==> config.mk <==
export PLATFORM = sky130hd
export DESIGN_NAME = command_frame_builder_crc16_flat
export DESIGN_NICKNAME = d
export VERILOG_FILES = /design/src/hdl/cfb_pkg.sv /design/src/hdl/cfb_ifs.sv /design/src/hdl/command_frame_builder_crc16.sv /design/src/hdl/cfb_item_reg.sv /design/src/hdl/cfb_serializer.sv /design/src/flat_wrapper.sv
export SDC_FILE = /design/constraint.sdc
export NUM_CORES = 1
export LEC_CHECK = 0
export BUFFER_PORTS_ARGS = -buffer_cell sky130_fd_sc_hd__buf_2
export CELL_PAD_IN_SITES_DETAIL_PLACEMENT = 0
export CELL_PAD_IN_SITES_GLOBAL_PLACEMENT = 2
export CORE_MARGIN = 4
export CORE_UTILIZATION = 43
export DETAILED_ROUTE_END_ITERATION = 8
export PLACE_DENSITY = 0.91
export SLEW_MARGIN = 10
export SYNTH_ARGS = -nofsm -noshare
export SYNTH_HDL_FRONTEND = slang
export SYNTH_HIERARCHICAL = 1
export SYNTH_SLANG_ARGS = --single-unit
==> constraint.sdc <==
create_clock -name clock -period 3.9 [get_ports clock]
set_input_delay 0.585 -clock clock [delete_from_list [all_inputs] [get_ports clock]]
set_output_delay 0.585 -clock clock [all_outputs]
set_load 0.02 [all_outputs]
==> src/hdl/cfb_pkg.sv <==
`default_nettype none

package cfb_pkg;

   localparam int unsigned BYTE_W = 8;
   localparam int unsigned CRC_W = 16;
   localparam int unsigned PAYLOAD_W = 32;
   localparam int unsigned COUNT_W = 3;
   // command byte plus up to four payload bytes, left aligned
   localparam int unsigned SHIFT_W = BYTE_W + PAYLOAD_W;

   localparam logic [CRC_W-1:0] CRC_POLY = 16'h1021;
   localparam logic [CRC_W-1:0] CRC_INIT = 16'h0000;
   localparam logic [COUNT_W-1:0] MAX_PAYLOAD = 3'd4;
   localparam logic [BYTE_W-1:0] ADDR_RESET = 8'h80;

   typedef struct packed {
      logic [BYTE_W-1:0] command;
      logic [COUNT_W-1:0] n_bytes;
      logic [PAYLOAD_W-1:0] payload;
   } item_type;

   // one byte through the msb-first crc, eight bit steps
   function automatic logic [CRC_W-1:0] crc_add_byte(input logic [CRC_W-1:0] crc,
                                                     input logic [BYTE_W-1:0] data);
      logic [CRC_W-1:0] c;
      c = crc ^ {data, 8'h00};
      for (int i = 0; i < BYTE_W; i++) begin
         if (c[CRC_W-1]) begin
            c = {c[CRC_W-2:0], 1'b0} ^ CRC_POLY;
         end else begin
            c = {c[CRC_W-2:0], 1'b0};
         end
      end
      return c;
   endfunction

endpackage

`default_nettype wire

==> src/hdl/cfb_ifs.sv <==
`default_nettype none

interface cfb_req_if;
   logic valid;
   logic ready;
   logic [7:0] command;
   logic [2:0] payload_bytes;
   logic [31:0] payload;

   modport source (output valid, command, payload_bytes, payload, input ready);
   modport sink (input valid, command, payload_bytes, payload, output ready);
endinterface

interface cfb_rsp_if;
   logic valid;
   logic ready;
   logic [7:0] frame_byte;
   logic last;

   modport source (output valid, frame_byte, last, input ready);
   modport sink (input valid, frame_byte, last, output ready);
endinterface

`default_nettype wire

==> src/hdl/command_frame_builder_crc16.sv <==
// channel   dir  beat contents                         notes
// req_ch    in   command, payload_bytes, payload       one beat per frame
// rsp_ch    out  frame_byte, last                      4 + n beats, last on crc low byte
// csr_*     in   wr_en, wr_data (device address)       write only, reset 0x80
//
// a frame with n payload bytes is 4 + n bytes, one byte per cycle out of the
// serializer while rsp_ready is high; the output register sets that pace. the
// address byte is loaded into the output register as the serializer takes the item
// from the input register; frames follow back to back while a request waits there.
// rsp_ready low holds the output register and serializer; req_ready is low while the
// input register is full and not taken. reset is synchronous, clears all control state.
`default_nettype none

module command_frame_builder_crc16 (
   input wire logic clock,
   input wire logic reset,
   cfb_req_if.sink req_ch,
   cfb_rsp_if.source rsp_ch,
   input wire logic csr_wr_en,
   input wire logic [7:0] csr_wr_data
);

   logic [cfb_pkg::BYTE_W-1:0] addr_ff;
   logic [cfb_pkg::BYTE_W-1:0] addr_in;
   logic pend_valid;
   cfb_pkg::item_type pend_item;
   logic take;

   assign addr_in = csr_wr_en ? csr_wr_data : addr_ff;

   always_ff @(posedge clock) begin
      if (reset) begin
         addr_ff <= cfb_pkg::ADDR_RESET;
      end else begin
         addr_ff <= addr_in;
      end
   end

   cfb_item_reg u_item_reg (
      .clock(clock),
      .reset(reset),
      .req(req_ch),
      .take(take),
      .pend_valid(pend_valid),
      .pend_item(pend_item)
   );

   cfb_serializer u_serializer (
      .clock(clock),
      .reset(reset),
      .pend_valid(pend_valid),
      .pend_item(pend_item),
      .dev_addr(addr_ff),
      .take(take),
      .rsp(rsp_ch)
   );

endmodule

`default_nettype wire

==> src/hdl/cfb_item_reg.sv <==
`default_nettype none

module cfb_item_reg (
   input wire logic clock,
   input wire logic reset,
   cfb_req_if.sink req,
   input wire logic take,
   output logic pend_valid,
   output cfb_pkg::item_type pend_item
);

   logic valid_ff;
   logic valid_in;
   cfb_pkg::item_type item_ff;
   cfb_pkg::item_type item_in;
   logic fire;

   assign req.ready = !valid_ff || take;
   assign fire = req.valid && req.ready;

   always_comb begin
      valid_in = valid_ff;
      item_in = item_ff;
      if (take) begin
         valid_in = 1'b0;
      end
      if (fire) begin
         valid_in = 1'b1;
         item_in.command = req.command;
         item_in.payload = req.payload;
         // lengths above four saturate
         item_in.n_bytes = (req.payload_bytes > cfb_pkg::MAX_PAYLOAD) ?
                           cfb_pkg::MAX_PAYLOAD : req.payload_bytes;
      end
   end

   always_ff @(posedge clock) begin
      if (reset) begin
         valid_ff <= 1'b0;
      end else begin
         valid_ff <= valid_in;
      end
   end

   always_ff @(posedge clock) begin
      item_ff <= item_in;
   end

   assign pend_valid = valid_ff;
   assign pend_item = item_ff;

endmodule

`default_nettype wire

==> src/hdl/cfb_serializer.sv <==
`default_nettype none

module cfb_serializer (
   input wire logic clock,
   input wire logic reset,
   input wire logic pend_valid,
   input wire cfb_pkg::item_type pend_item,
   input wire logic [cfb_pkg::BYTE_W-1:0] dev_addr,
   output logic take,
   cfb_rsp_if.source rsp
);

   logic busy_ff, busy_in;
   logic crc_lo_ff, crc_lo_in;
   logic [cfb_pkg::COUNT_W-1:0] left_ff, left_in;
   logic [cfb_pkg::SHIFT_W-1:0] shift_ff, shift_in;
   logic [cfb_pkg::CRC_W-1:0] crc_ff, crc_in;
   logic rsp_valid_ff, rsp_valid_in;
   logic [cfb_pkg::BYTE_W-1:0] rsp_byte_ff, rsp_byte_in;
   logic rsp_last_ff, rsp_last_in;

   logic out_adv;
   logic [cfb_pkg::CRC_W-1:0] crc_base;
   logic [cfb_pkg::BYTE_W-1:0] byte_sel;
   logic [cfb_pkg::CRC_W-1:0] crc_step;
   logic [cfb_pkg::SHIFT_W-1:0] load_shift;

   assign out_adv = !rsp_valid_ff || rsp.ready;
   assign take = out_adv && !busy_ff && pend_valid;

   // payload bytes to send, most significant first, left aligned behind the command
   always_comb begin
      case (pend_item.n_bytes)
         3'd0: load_shift = {pend_item.command, 32'h0000_0000};
         3'd1: load_shift = {pend_item.command, pend_item.payload[7:0], 24'h00_0000};
         3'd2: load_shift = {pend_item.command, pend_item.payload[15:0], 16'h0000};
         3'd3: load_shift = {pend_item.command, pend_item.payload[23:0], 8'h00};
         default: load_shift = {pend_item.command, pend_item.payload};
      endcase
   end

   always_comb begin
      crc_base = take ? cfb_pkg::CRC_INIT : crc_ff;
      byte_sel = take ? dev_addr : shift_ff[cfb_pkg::SHIFT_W-1 -: cfb_pkg::BYTE_W];
      crc_step = cfb_pkg::crc_add_byte(crc_base, byte_sel);
   end

   always_comb begin
      busy_in = busy_ff;
      crc_lo_in = crc_lo_ff;
      left_in = left_ff;
      shift_in = shift_ff;
      crc_in = crc_ff;
      rsp_valid_in = rsp_valid_ff;
      rsp_byte_in = rsp_byte_ff;
      rsp_last_in = rsp_last_ff;
      if (out_adv) begin
         rsp_valid_in = 1'b0;
         rsp_last_in = 1'b0;
         if (take) begin
            // address beat goes out as the item loads
            busy_in = 1'b1;
            crc_lo_in = 1'b0;
            left_in = pend_item.n_bytes + 3'd1;
            shift_in = load_shift;
            crc_in = crc_step;
            rsp_valid_in = 1'b1;
            rsp_byte_in = dev_addr;
         end else if (busy_ff) begin
            rsp_valid_in = 1'b1;
            if (left_ff != '0) begin
               rsp_byte_in = byte_sel;
               shift_in = {shift_ff[cfb_pkg::SHIFT_W-cfb_pkg::BYTE_W-1:0], 8'h00};
               left_in = left_ff - 3'd1;
               crc_in = crc_step;
            end else if (!crc_lo_ff) begin
               rsp_byte_in = crc_ff[15:8];
               crc_lo_in = 1'b1;
            end else begin
               rsp_byte_in = crc_ff[7:0];
               rsp_last_in = 1'b1;
               busy_in = 1'b0;
            end
         end
      end
   end

   always_ff @(posedge clock) begin
      if (reset) begin
         busy_ff <= 1'b0;
         crc_lo_ff <= 1'b0;
         left_ff <= '0;
         rsp_valid_ff <= 1'b0;
      end else begin
         busy_ff <= busy_in;
         crc_lo_ff <= crc_lo_in;
         left_ff <= left_in;
         rsp_valid_ff <= rsp_valid_in;
      end
   end

   always_ff @(posedge clock) begin
      shift_ff <= shift_in;
      crc_ff <= crc_in;
      rsp_byte_ff <= rsp_byte_in;
      rsp_last_ff <= rsp_last_in;
   end

   assign rsp.valid = rsp_valid_ff;
   assign rsp.frame_byte = rsp_byte_ff;
   assign rsp.last = rsp_last_ff;

endmodule

`default_nettype wire

==> src/flat_wrapper.sv <==
// flat-port wrapper written by rule: the top's interface ports become plain ports
module command_frame_builder_crc16_flat 
  (clock, reset, csr_wr_en, csr_wr_data, req_ch_valid, req_ch_command, req_ch_payload_bytes, req_ch_payload, req_ch_ready, rsp_ch_valid, rsp_ch_frame_byte, rsp_ch_last, rsp_ch_ready);
  cfb_req_if req_ch_i ();
  cfb_rsp_if rsp_ch_i ();
  input wire logic clock;
  input wire logic reset;
  input wire logic csr_wr_en;
  input wire logic [7:0] csr_wr_data;
  input wire logic [$bits(req_ch_i.valid)-1:0] req_ch_valid;
  input wire logic [$bits(req_ch_i.command)-1:0] req_ch_command;
  input wire logic [$bits(req_ch_i.payload_bytes)-1:0] req_ch_payload_bytes;
  input wire logic [$bits(req_ch_i.payload)-1:0] req_ch_payload;
  output wire logic [$bits(req_ch_i.ready)-1:0] req_ch_ready;
  output wire logic [$bits(rsp_ch_i.valid)-1:0] rsp_ch_valid;
  output wire logic [$bits(rsp_ch_i.frame_byte)-1:0] rsp_ch_frame_byte;
  output wire logic [$bits(rsp_ch_i.last)-1:0] rsp_ch_last;
  input wire logic [$bits(rsp_ch_i.ready)-1:0] rsp_ch_ready;
  assign req_ch_i.valid = req_ch_valid;
  assign req_ch_i.command = req_ch_command;
  assign req_ch_i.payload_bytes = req_ch_payload_bytes;
  assign req_ch_i.payload = req_ch_payload;
  assign req_ch_ready = req_ch_i.ready;
  assign rsp_ch_valid = rsp_ch_i.valid;
  assign rsp_ch_frame_byte = rsp_ch_i.frame_byte;
  assign rsp_ch_last = rsp_ch_i.last;
  assign rsp_ch_i.ready = rsp_ch_ready;
  command_frame_builder_crc16 u_core (.clock(clock), .reset(reset), .req_ch(req_ch_i), .rsp_ch(rsp_ch_i), .csr_wr_en(csr_wr_en), .csr_wr_data(csr_wr_data));
endmodule
# Word-level counts from Yosys, hierarchy flattened
# Index checks and enable logic that the tools add are counted.
[totals]
out_inout_bits = 11
elab_cells = 83
inputBits = 56
reg_bits = 123
[classes]
eq_ne = 4
order_cmp = 1
n_bitwise = 10
n_addsub = 2
reduce_logical = 17
muxes = 36
[op_table]
columns = ["op", "count"]
rows = [
  ["case mux 32 bit (4 select lines)", 1],
  ["two-way mux 40 bit", 3],
  ["two-way mux 13 bit", 8],
  ["two-way mux 16 bit", 4],
  ["two-way mux 8 bit", 5],
  ["inverter 3 bit", 8],
  ["XOR 16 bit", 1],
  ["two-way mux 1 bit", 12],
  ["two-way mux 3 bit", 3],
  ["== test 3 x 2 -> 1 bit (second input constant)", 2],
  ["AND reduction 3 bit", 2],
  ["nonzero test 2 bit", 3],
  ["adder 3 x 1 -> 3 bit (second input constant)", 1],
  ["== test 3 x 1 -> 1 bit (second input constant)", 1],
  ["greater-than comparator 3 bit (second input constant)", 1],
  ["logical AND 1 bit", 3],
  ["logical NOT 1 bit", 3],
  ["logical NOT 3 bit", 1],
  ["nonzero test 3 bit", 1],
  ["OR reduction 3 bit", 1],
  ["subtractor 3 x 1 -> 3 bit (second input constant)", 1],
  ["logical OR 1 bit", 2],
  ["inequality test 2 x 1 -> 1 bit (second input constant)", 1],
  ["AND reduction 2 bit", 1],
  ["inverter 1 bit", 1],
]

# Logic depth before layout (Yosys ltp)
[depth]
depth_word = 25
depth_mapped = 8

# Cells and area by module
# Netlist, hierarchy kept.
[by_module_without_submodules]
columns = ["module", "area_each_um2", "cells_per_inst", "instances"]
rows = [
  ["cfb_serializer", 3814.9, 357, 1],
  ["cfb_item_reg", 1362.6, 51, 1],
  ["command_frame_builder_crc16", 290.3, 26, 1],
]

# Worst setup path after synthesis
# Ideal clock, no wire load.
[synth_timing]
path_kind = "reg-to-reg"
start = "register u_core/u_serializer/left_ff[0] (netlist bit)"
end = "register u_core/u_serializer/crc_ff[0] (netlist bit) (enable)"
required_ns = 3.490
arrival_ns = 2.148
synth_period_minus_slack_ns = 2.559
setup_time_ns = 0.410
stages_incl_launch_ff = 6
setup_slack_ns = 1.341
cell_sequence = "dfxtp_1 inv_1 ha_1 nor2b_1 a211o_1 inv_1"
[synth_between]
elab_chain_cells = 3
[synth_rtl]
columns = ["element", "line", "source"]
rows = [
  ["start, declared", "cfb_serializer.sv:15", "logic [cfb_pkg::COUNT_W-1:0] left_ff, left_in;"],
  ["start signal, assigned", "cfb_serializer.sv:97", "left_ff <= left_in;"],
  ["nonzero test 3 bit", "cfb_serializer.sv:71", "if (left_ff != '0) begin"],
  ["nonzero test 2 bit (no source line)", "-", ""],
  ["AND reduction 3 bit (no source line)", "-", ""],
  ["end signal, assigned", "cfb_serializer.sv:104", "crc_ff <= crc_in;"],
  ["end, declared", "cfb_serializer.sv:17", "logic [cfb_pkg::CRC_W-1:0] crc_ff, crc_in;"],
]
# No other way between the ends.
# A chain may end at the register's enable or synchronous reset.

# Worst setup path in the final report
[layout_timing]
start = "register u_core.u_item_reg.valid_ff, in the netlist u_core/u_item_reg/pend_valid"
end = "output req_ch_ready"
[layout_between]
elab_chain_cells = 2
elab_cells_between_ends = 3
[layout_rtl]
columns = ["element", "line", "source"]
rows = [
  ["start, declared", "cfb_item_reg.sv:12", "logic valid_ff;"],
  ["start signal, assigned", "cfb_item_reg.sv:41", "valid_ff <= valid_in;"],
  ["logical AND 1 bit", "cfb_serializer.sv:29", "assign take = out_adv && !busy_ff && pend_valid;"],
  ["named net u_core.take", "command_frame_builder_crc16.sv:27", "logic take;"],
  ["logical OR 1 bit", "cfb_item_reg.sv:18", "assign req.ready = !valid_ff || take;"],
  ["end, declared", "flat_wrapper.sv:14", "output wire logic [$bits(req_ch_i.ready)-1:0] req_ch_ready;"],
]
# The timed path passes the listed nets, and every way through them passes these cells.

==> results.tsv <==
stage	metric	value	unit
run_status	status	complete, no violations	
placed_design	Cell Count Post-Placement	644	
clock_tree	TritonCTS Buffers	17	
clock_tree	root buf cell	clkbuf_16	
timing	final worst path period share	63.82	%
synth	top-count cell post-synth	edfxtp_1	
cells_and_area	area of the multi-input gates	1724	µm²
detailed_routing	via count	3488	
detailed_routing	first-pass iteration count of the detailed router	8	
detailed_routing	# DRC	0	
floorplanning	chip height	120.8	µm
floorplanning	I/O pins	67	
timing	Setup TNS	0	ns
detailed_routing	antenna viol nets, final	0	
critical_path	Crit Path Class	flip-flop to output port	
synth	sequential fraction of the synthesis area	64.81	%
timing	Final setup viols	0	
clock_tree	CTS tree	built	
global_routing	vias in the first global route	3364	
clock_tree	H-tree levels	4	
timing	Setup Skew	0.006161	ns
clock_tree	clk_lat worst skew	0.41	ns
synth	distinct cell type count after synthesis	41	
placed_design	number of port buffers	66	
detailed_routing	final WL	9963	µm
timing	Slew @ Worst Pin	1.183	ns
clock_tree	post-CTS sizing	0	
power_and_ir_drop	VDD IR-drop max	0.3546	mV
timing	final worst setup slack	1.411	ns
synth	syn nets	497	
clock_tree	hold buffer count at CTS	0	
detailed_routing	drt wl/cell	14.74	µm
critical_path	FF-to-FF path depth	5	
global_routing	first-pass GRT wire length	16380	µm
clock_tree	Sink Count	123	
clock_tree	CTS clk-pin slew, worst paths	0.06	ns
global_routing	largest net degree at the start of global routing	57	
critical_path	Req. time, crit path	3.31	ns
placed_design	HPWL after DPL	6625	µm
clock_tree	CTS max path bufs	2	
detailed_routing	DRC marker count from the first detailed-route iteration	308	
floorplanning	Core Region	12210	µm²
timing	Hold Fails Final Rpt	0	
synth	Synth warnings	6	
floorplanning	die area	14580	µm²
critical_path	Crit path arrival time	1.90	ns
synth	post-synthesis cell count	434	
timing	max-slew violation count	0	
critical_path	crit-path max FO	23	
global_routing	GRT Resource Usage Total	14.59	%
cells_and_area	Fillers	1100	
power_and_ir_drop	overall power after layout	4.080	mW
power_and_ir_drop	pwr/cell area	638.1	nW/µm²
timing	Max-Slew Margin vs Limit	21.05	%
critical_path	startpoint class of the critical path	flip-flop	
floorplanning	Die W	120.8	µm
global_routing	initial antenna violation count	0	
timing	crit path time final	2.489	ns
critical_path	CP peak stage delay	0.41	ns
cells_and_area	Final Non-Filler Cells	676	
power_and_ir_drop	P_leak	2.412	nW
synth	synth top area cells	edfxtp_1 59%, dfxtp_1 5.5%, nor2_1 3.8%, nand2_1 3.6%, xnor2_1 3.2%	
cells_and_area	Layout area overhead	16.96	%
synth	Async SR Flop Fraction	0	%
critical_path	CP Capture Type	output port	
synth	most area-hungry cell type in the Yosys netlist	edfxtp_1	
synth	synthesized area per cell	12.60	µm²
synth	Yosys top cell area share	59.31	%
floorplanning	# rows	40	
min_path	Hold Path Depth	1	
global_routing	total grt overflow	0	
run	Max Cap Viol	0	
critical_path	Worst path slowest cell	dfxtp_1	
placed_design	GP Congestion	0.7600	
cells_and_area	n_diodes	0	
critical_path	worst path cell trace	nor2b_2 > nand2_2 > inv_2 > nand2b_4 > buf_2	
synth	cell area after synthesis	5468	µm²
synth	EDFF count, synth	108	
placed_design	worst slack at placement	1.494	ns
min_path	Worst Hold Class	input port to flip-flop	
synth	Most used DFF post-synth	edfxtp_1	
synth	number of synthesized register bits	123	
floorplanning	Initial Util	44.77	%
timing	max frequency	0.4018	GHz
cells_and_area	Sequential Area	3543	µm²
cells_and_area	share of cells above drive strength 1	23.03	%
cells_and_area	nets	558	
clock_tree	Post CTS Setup Buffer Count	0	
timing	RSZ-0062 raised after global routing	false	
synth	top post-synthesis cells by count	108 x edfxtp_1, 55 x nor2_1, 53 x nand2_1, 26 x o21ai_0, 20 x xnor2_1	
detailed_routing	drt via density	5.160	
power by group:
group,switching [mW],internal [mW],total [mW]
clock,0.559,0.805,1.36
combinational,0.493,0.367,0.860
sequential,0.111,1.75,1.86
total,1.16,2.92,4.08
critical path: cells and delay by family (launching register included):
kind / cells / cell delay, ns
AND/OR/NAND/NOR: 3 / 0.76
flip-flops: 1 / 0.41
buffers and inverters: 2 / 0.32
per-layer routing:
| metal | vias up | share of wire [%] | track usage (%) |
|---|---|---|---|
| met5 | - | 0 | 0 |
| met4 | 0 | 1.3 | 5.524 |
| met3 | 13 | 5.6 | 5.098 |
| met2 | 111 | 45 | 22.42 |
| met1 | 1647 | 48 | 19.07 |
| li1 | 1717 | - | - |
placed cells by master, fill, tap and decap left out, drive strengths merged, types with 2 or more instances in the layout:
master,count
nand2b,2
a31oi,8
nand2,54
nor2b,8
a211o,2
a222oi,16
inv,13
a221oi,8
dfxtp,15
clkinvlp,6
xor2,12
ha,7
clkinv,6
nor3,2
edfxtp,108
xnor2,20
a211oi,2
buf,69
o21ai,27
clkbuf,17
mux2i,15
a21oi,21
or3,2
nor2,55
and3,9
final timing paths:
kind                                                      start                          endpoint  slack [ns]
worst max-delay path               u_core/u_item_reg/pend_valid                      req_ch_ready        1.41
worst min-delay path                          req_ch_command[1]   u_core/u_item_reg/pend_item[36]        0.34
worst max register to register  u_core/u_item_reg/pend_item[32]  u_core/u_serializer/shift_ff[21]        1.45
worst min register to register   u_core/u_serializer/left_ff[1]    u_core/u_serializer/left_ff[1]        0.50
kinds of logic (layout without fill, tap and decap cells):
logic type | Yosys count | after routing | share of synthesized area, %
buf+inv | 37 | 111 | 3.661
fa+ha+maj | 7 | 7 | 1.602
mux | 15 | 15 | 2.746
flops | 123 | 123 | 64.81
xor+xnor | 32 | 32 | 5.126
simple gates | 135 | 135 | 10.98
compound gates | 85 | 85 | 11.08
per-stage QoR:
step	hold WS [ns]	instance area, µm²	utilization [%]
2_1_floorplan	0.4576	5468	-
3_3_place_gp	0.4890	5868	48.05
3_5_place_dp	0.4939	5868	48.05
4_1_cts	0.3266	6395	52.37
5_1_grt	0.3257	6395	52.37
6_report	0.3448	6395	52.37
layout make-up:
class | instances | area share [%]
Inverter | 10 | 0.5870
Clock inverter | 15 | 1.585
Timing Repair Buffer | 69 | 5.518
Tap cell | 168 | 3.287
Clock buffer | 17 | 6.652
Multi-Input combinational cell | 274 | 26.96
Sequential cell | 123 | 55.41
state kept, by name, indices dropped and copies added, names as in the netlist:
register,flops
u_core/addr_ff,8
u_core/u_serializer/crc_lo_ff,1
u_core/u_item_reg/pend_item,43
u_core/u_serializer/left_ff,3
u_core/u_serializer/rsp.last,1
u_core/u_serializer/shift_ff,40
u_core/u_serializer/rsp.frame_byte,8
u_core/u_item_reg/pend_valid,1
u_core/u_serializer/busy_ff,1
u_core/u_serializer/crc_ff,16
u_core/u_serializer/rsp.valid,1
Note: power is estimated with default switching activity, not from simulation.
